`config.mk`:
```
export PLATFORM = sky130hd
export DESIGN_NAME = trn_queue
export DESIGN_NICKNAME = d
export VERILOG_FILES = /design/src/trn_pkg.sv /design/src/trn_queue.sv
export SDC_FILE = /design/constraint.sdc
export NUM_CORES = 2
export LEC_CHECK = 0
export BUFFER_PORTS_ARGS = -buffer_cell sky130_fd_sc_hd__buf_2
export CELL_PAD_IN_SITES_DETAIL_PLACEMENT = 1
export CELL_PAD_IN_SITES_GLOBAL_PLACEMENT = 2
export CORE_AREA = 10 10 486 488
export CTS_BUF_LIST = sky130_fd_sc_hd__clkbuf_8 sky130_fd_sc_hd__clkbuf_16
export DETAILED_ROUTE_END_ITERATION = 6
export DIE_AREA = 0 0 496 498
export PLACE_DENSITY = 0.7
export SYNTH_ARGS = -nofsm -noshare
export SYNTH_HDL_FRONTEND = slang
export SYNTH_SLANG_ARGS = --single-unit
```
`constraint.sdc`:
```
create_clock -name clk -period 22.6 [get_ports clk]
set_clock_uncertainty 0.05 [all_clocks]
set_input_delay 1.13 -clock clk [delete_from_list [all_inputs] [get_ports clk]]
set_output_delay 1.13 -clock clk [all_outputs]
set_load 0.01 [all_outputs]
```
`src/trn_pkg.sv`:
```
`default_nettype none
package trn_pkg;

  localparam int COORD_WIDTH = 32;
  // coordinates wider than the 32-bit field read as nonnegative 33-bit values
  localparam int CRD_W  = (COORD_WIDTH > 32) ? 33 : COORD_WIDTH;
  localparam int DIFF_W = CRD_W + 1;
  localparam int PROD_W = 2 * DIFF_W;
  localparam int CROSS_W = PROD_W + 1;
  localparam int MAG_W  = PROD_W;
  localparam int LO_W   = (MAG_W + 1) / 2;
  localparam int HI_W   = MAG_W - LO_W;
  localparam int SQ_W   = 2 * MAG_W;
  localparam int S_W    = SQ_W + 2;

  localparam int NRM_W    = 32;
  localparam int NRM_FRAC = 30;
  localparam int QBITS    = 31;
  localparam int R_W      = S_W + 2 * (QBITS + 1) + 3;

  localparam int QDEPTH = 4;
  localparam int QPTR_W = $clog2(QDEPTH);

  localparam logic REG_NORMAL_LEN = 1'b0;
  localparam logic REG_CROSS_LEN  = 1'b1;
  localparam logic [31:0] NORMAL_LEN_RESET = 32'd1074;
  localparam logic [31:0] CROSS_LEN_RESET  = 32'd18446744;

  typedef struct packed {
    logic [31:0] normal_len_threshold;
    logic [31:0] cross_len_threshold;
  } trn_cfg_t;

  typedef struct packed {
    logic                        recompute;
    logic [2:0][NRM_W-1:0]       normal;
    logic [2:0]                  neg;
    logic [2:0][SQ_W-1:0]        sq;
    logic [S_W-1:0]              s;
  } trn_item_t;

  function automatic logic signed [CRD_W-1:0] coord(input logic [31:0] f);
    logic [47:0] ext;
    ext = {16'b0, f};
    return ext[CRD_W-1:0];
  endfunction

endpackage
`default_nettype wire

```
`src/trn_queue.sv`:
```
`default_nettype none
module trn_queue
  import trn_pkg::*;
(
  input  logic      clk,
  input  logic      rst,
  input  logic      push,
  input  trn_item_t push_item,
  input  logic      pop,
  output trn_item_t pop_item,
  output logic      full,
  output logic      empty
);

  trn_item_t          entries [QDEPTH];
  logic [QPTR_W-1:0]  wr_ptr, rd_ptr;
  logic [QPTR_W:0]    count;

  assign full     = (count == (QPTR_W+1)'(QDEPTH));
  assign empty    = (count == '0);
  assign pop_item = entries[rd_ptr];

  always_ff @(posedge clk) begin
    if (rst) begin
      wr_ptr <= '0;
      rd_ptr <= '0;
      count  <= '0;
    end else begin
      if (push) wr_ptr <= wr_ptr + 1'b1;
      if (pop) rd_ptr <= rd_ptr + 1'b1;
      if (push && !pop) count <= count + 1'b1;
      else if (pop && !push) count <= count - 1'b1;
    end
  end

  always_ff @(posedge clk) begin
    if (push) entries[wr_ptr] <= push_item;
  end

endmodule
`default_nettype wire

```
* After elaboration in Yosys (flattened, before gate mapping)
Memory sizes are Yosys's and may differ from the RTL's. A register that Yosys moved wholly into a read port is not among the register bits.
Cells that the tools add are included.
** Word-level totals
- Bits in registers :: 7
- Bits in latches :: 0
- Memory bits (writable) :: 2520
- Memory bits (read-only) :: 0
- Input bits :: 634
- Logic and storage cells :: 21
- Memories kept :: 1
** Cells by class
- Add/sub/neg operators :: 4
- Multiply operators :: 0
- Div/mod/pow operators :: 0
- Order comparisons :: 0
- Equality and inequality tests :: 1
- Shifts and indexed selects :: 0
- Mux-type cells :: 6
- Bitwise operators :: 0
- Reductions and logical operators :: 6
** Memory list
- entries :: words 4, bits a word 630, rd ports 1, clocked after Yosys merged registers in 1, wr ports 1, RTL line trn_queue.sv:15 : trn_item_t entries [QDEPTH];
** Operator list (count)
- $mux 3 :: 2
- $add 2x1->2 const B :: 2
- $mux 2 :: 2
- $add 3x1->3 const B :: 1
- $eq 3x3->1 const B :: 1
- $logic_not 3->1 :: 1
- $sub 3x1->3 const B :: 1
- $logic_and 1x1->1 :: 2
- $logic_not 1->1 :: 2
- $mux 1 :: 2
- $reduce_bool 2->1 :: 1

* Logic depth before layout (Yosys ltp)
- Depth after elaboration :: 4
- Gate-level depth with buffers :: 7

* Worst setup path after synthesis
Ideal clock, no wire load.
- Path type :: in2reg
- Start :: in push
- End :: mem entries[0][0] in the netlist's numbering, enable pin
- Setup time :: 1.076 ns
- Arrival time :: 15.251 ns
- Setup slack :: 6.223 ns
- Stages :: 1
- Cells stage by stage :: and2_1
** On the way
- Word-level cells in the longest chain between the ends :: 2
** Ends and longest elaborated chain
- start: declaration :: RTL line trn_queue.sv:7 : input logic push,
- $mux 1 :: RTL line trn_queue.sv:37 : if (push) entries[wr_ptr] <= push_item;
- $mux 1 (not written as such) :: RTL line trn_queue.sv:37
- end: declaration :: RTL line trn_queue.sv:15
Every way passes these cells.

==> impl_metrics.py <==
metrics = {
    "run_status": {
        "outcome": "finished clean",
    },
    "sta": {
        "min_period_over_period_pct": 29.77,
        "timing.final.crit_period_ns": 6.728,
        "grt_setup_unrepaired": "false",
        "setup_ws_ns": 15.87,
        "report.final.hold_viol_count": 0,
        "drv_slew": 0,
        "slew_headroom_pct": 20.98,
        "setup_viol": 0,
        "worst_pin_slew_ns": 1.185,
        "tns_ns": 0,
        "fmaxAchievable_mhz": 148.6,
    },
    "worst_setup_path": {
        "critPathKind": "reg -> out",
        "cp.arrival_ns": 5.55,
        "r2r_cells": 7,
        "cp-end-kind": "output pin",
        "critPathLaunchType": "register",
        "cp.required_ns": 21.42,
        "r2r-start": "wr_ptr[0]",
        "crit_fanout": 103,
        "reg2reg_to": "entries[2][135]",
        "regToRegSetupSlack_ns": 17.79,
    },
    "placement": {
        "place_congestion": 0.7971,
        "place_hpwl_mm": 172.7,
        "port-buffer-count": 1265,
        "pre_cts_slack_ns": 16.43,
    },
    "min_path": {
        "min_to": "entries[1][481]",
        "min_path_cells": 1,
        "holdCritStartpoint": "push_item[481]",
        "hold_path.class": "in -> reg",
    },
    "logic_synthesis": {
        "ys.warnings.count": 0,
        "ys.flop_type": "edfxtp_1",
        "synthCells": 3334,
        "seq_area_frac_synth_pct": 82.46,
        "synth-seq-cells": 2529,
        "async_flop_share_pct": 0,
        "synth_edf_count": 2520,
        "syn-cell-area_mm2": 0.09198,
        "avgSynthCellArea_um2": 27.59,
        "synth.distinct_cells": 23,
        "syn-num-nets": 3974,
    },
    "final_layout": {
        "drive_gt1_share_pct": 46.26,
        "fillers": 20350,
        "fin_nets": 5439,
        "final_cell_mix": "2,520 x edfxtp_1, 1,265 x buf_2, 630 x mux4_2, 289 x clkbuf_16, 65 x inv_1",
        "areaGrowthSynthToFinish_pct": 19.28,
        "final_common_cell": "edfxtp_1",
    },
    "die": {
        "dieWidth_um": 496,
        "rows": 175,
        "die_y_um": 498,
        "fp.dieArea_mm2": 0.2470,
        "io_pins": 1266,
        "start_util_pct": 40.63,
        "design.core.area_mm2": 0.2264,
    },
    "clocking": {
        "cts_made_buffers": 284,
        "htree_num_levels": 5,
        "cts_tree": "yes",
        "clk_latency_ns": 0.86,
        "cts_resized": 0,
        "cts_root_buf": "clkbuf_16",
        "cts_buffer_depth": 4,
        "post_cts_buffers": 0,
        "clock_sinks": 2529,
        "cts.clk_slew.worst_paths_ns": 0.06,
        "postCtsHoldBufs": 0,
    },
    "grt": {
        "grt-ovfl-total": 0,
        "grt_pass1_wl_mm": 354.8,
        "grt_max_degree": 154,
        "antenna_found_initial": 223,
        "grtUsageTotal_pct": 20.13,
        "first_global_vias": 45460,
    },
    "drt": {
        "vias": 43220,
        "final_antenna_net_count": 0,
        "drt-initial-drc-count": 3545,
        "wl_per_cell_um": 31.62,
        "routed_via_density": 5.343,
        "drc": 0,
        "drt_pass1_iterations": 5,
        "wirelength_mm": 255.8,
    },
    "job": {
        "maxCapViolCount": 0,
    },
    "power": {
        "p_total_mw": 10.81,
        "cellPowerDensity_mw_per_mm2": 98.50,
        "leakagePower_nw": 36.52,
        "ir_drop_mv": 0.06653,
    },
}
## cells in the mapped netlist (3+ instances only)
cell	count	area (um2)
xor2_1	3	26.28
dfxtp_1	9	180.2
nor2_1	7	26.28
inv_1	4	15.01
clkbuf_1	8	30.03
buf_2	61	305.3
and2_1	4	25.02
edfxtp_1	2520	75670
buf_4	3	22.52
mux4_2	630	14190
ha_1	5	62.56
buf_12	66	1321
## worst max path at each step
stage,endpoint,slack [ns],cells past startpoint
2_1_floorplan,entries[0][0],6.22,1
3_3_place_gp,pop_item[250],16.36,6
3_5_place_dp,pop_item[250],16.43,6
4_1_cts,pop_item[250],15.42,6
5_1_grt,pop_item[250],15.18,6
6_report,pop_item[250],15.87,6
## cell type report
type	count	area, um2	share of cell area, %
sequential	2529	75860	69.14
multi-input combinational	660	14430	13.15
clock buffer	290	7246	6.604
timing repair buffer	1320	6869	6.261
tap	3009	3765	3.431
clock inverter	188	1314	1.197
antenna	89	222.7	0.2030
inverter	4	15.01	0.01368
## where the power goes
group	switching, mW	internal (mW)
Clock	1.77	2.51
Sequential	0.0510	5.40
Combinational	0.653	0.423
Total	2.47	8.33
## worst max-delay path, stage by stage, from the launching register on
cell and delay, ns:
dfxtp_4 0.69, buf_12 0.66, buf_4 0.76, buf_4 0.73, buf_4 0.77, mux4_2 0.69
buf_2 0.18
## flip-flops by register name, indices dropped and copies added (netlist names), named ones only
| name | count |
|---|---|
| entries | 2520 |
| count | 3 |
| rd_ptr | 2 |
| wr_ptr | 2 |
## cell families after synthesis
group / synth area share, %
buffers and inverters: 1.862
XOR/XNOR: 0.04762
multiplexers: 15.45
flip-flops: 82.46
adder cells (fa/ha/maj): 0.08978
AO/OA/AOI/OAI: 0.01087
AND/OR/NAND/NOR: 0.08025
## per-stage QoR
| step | hold WS (ns) | instance area [um2] | cells | util [%] |
|---|---|---|---|---|
| after floorplan | 0.4163 | 91980 | 3334 | - |
| after global placement | 0.4407 | 100900 | 7522 | 44.58 |
| after detailed placement | 0.4604 | 100900 | 7522 | 44.58 |
| after CTS | 0.2588 | 109500 | 8000 | 48.36 |
| after global routing | 0.3060 | 109600 | 8030 | 48.40 |
| final | 0.3671 | 109700 | 8089 | 48.46 |
## metal layers
layer	GRT usage [%]	share of wire, %	vias up
li1	-	-	17680
met1	23.43	35	22850
met2	32.99	49	1886
met3	9.007	11	654
met4	7.166	3.6	154
met5	0	0.39	-
No activity file was read; power rests on OpenSTA's default activity.
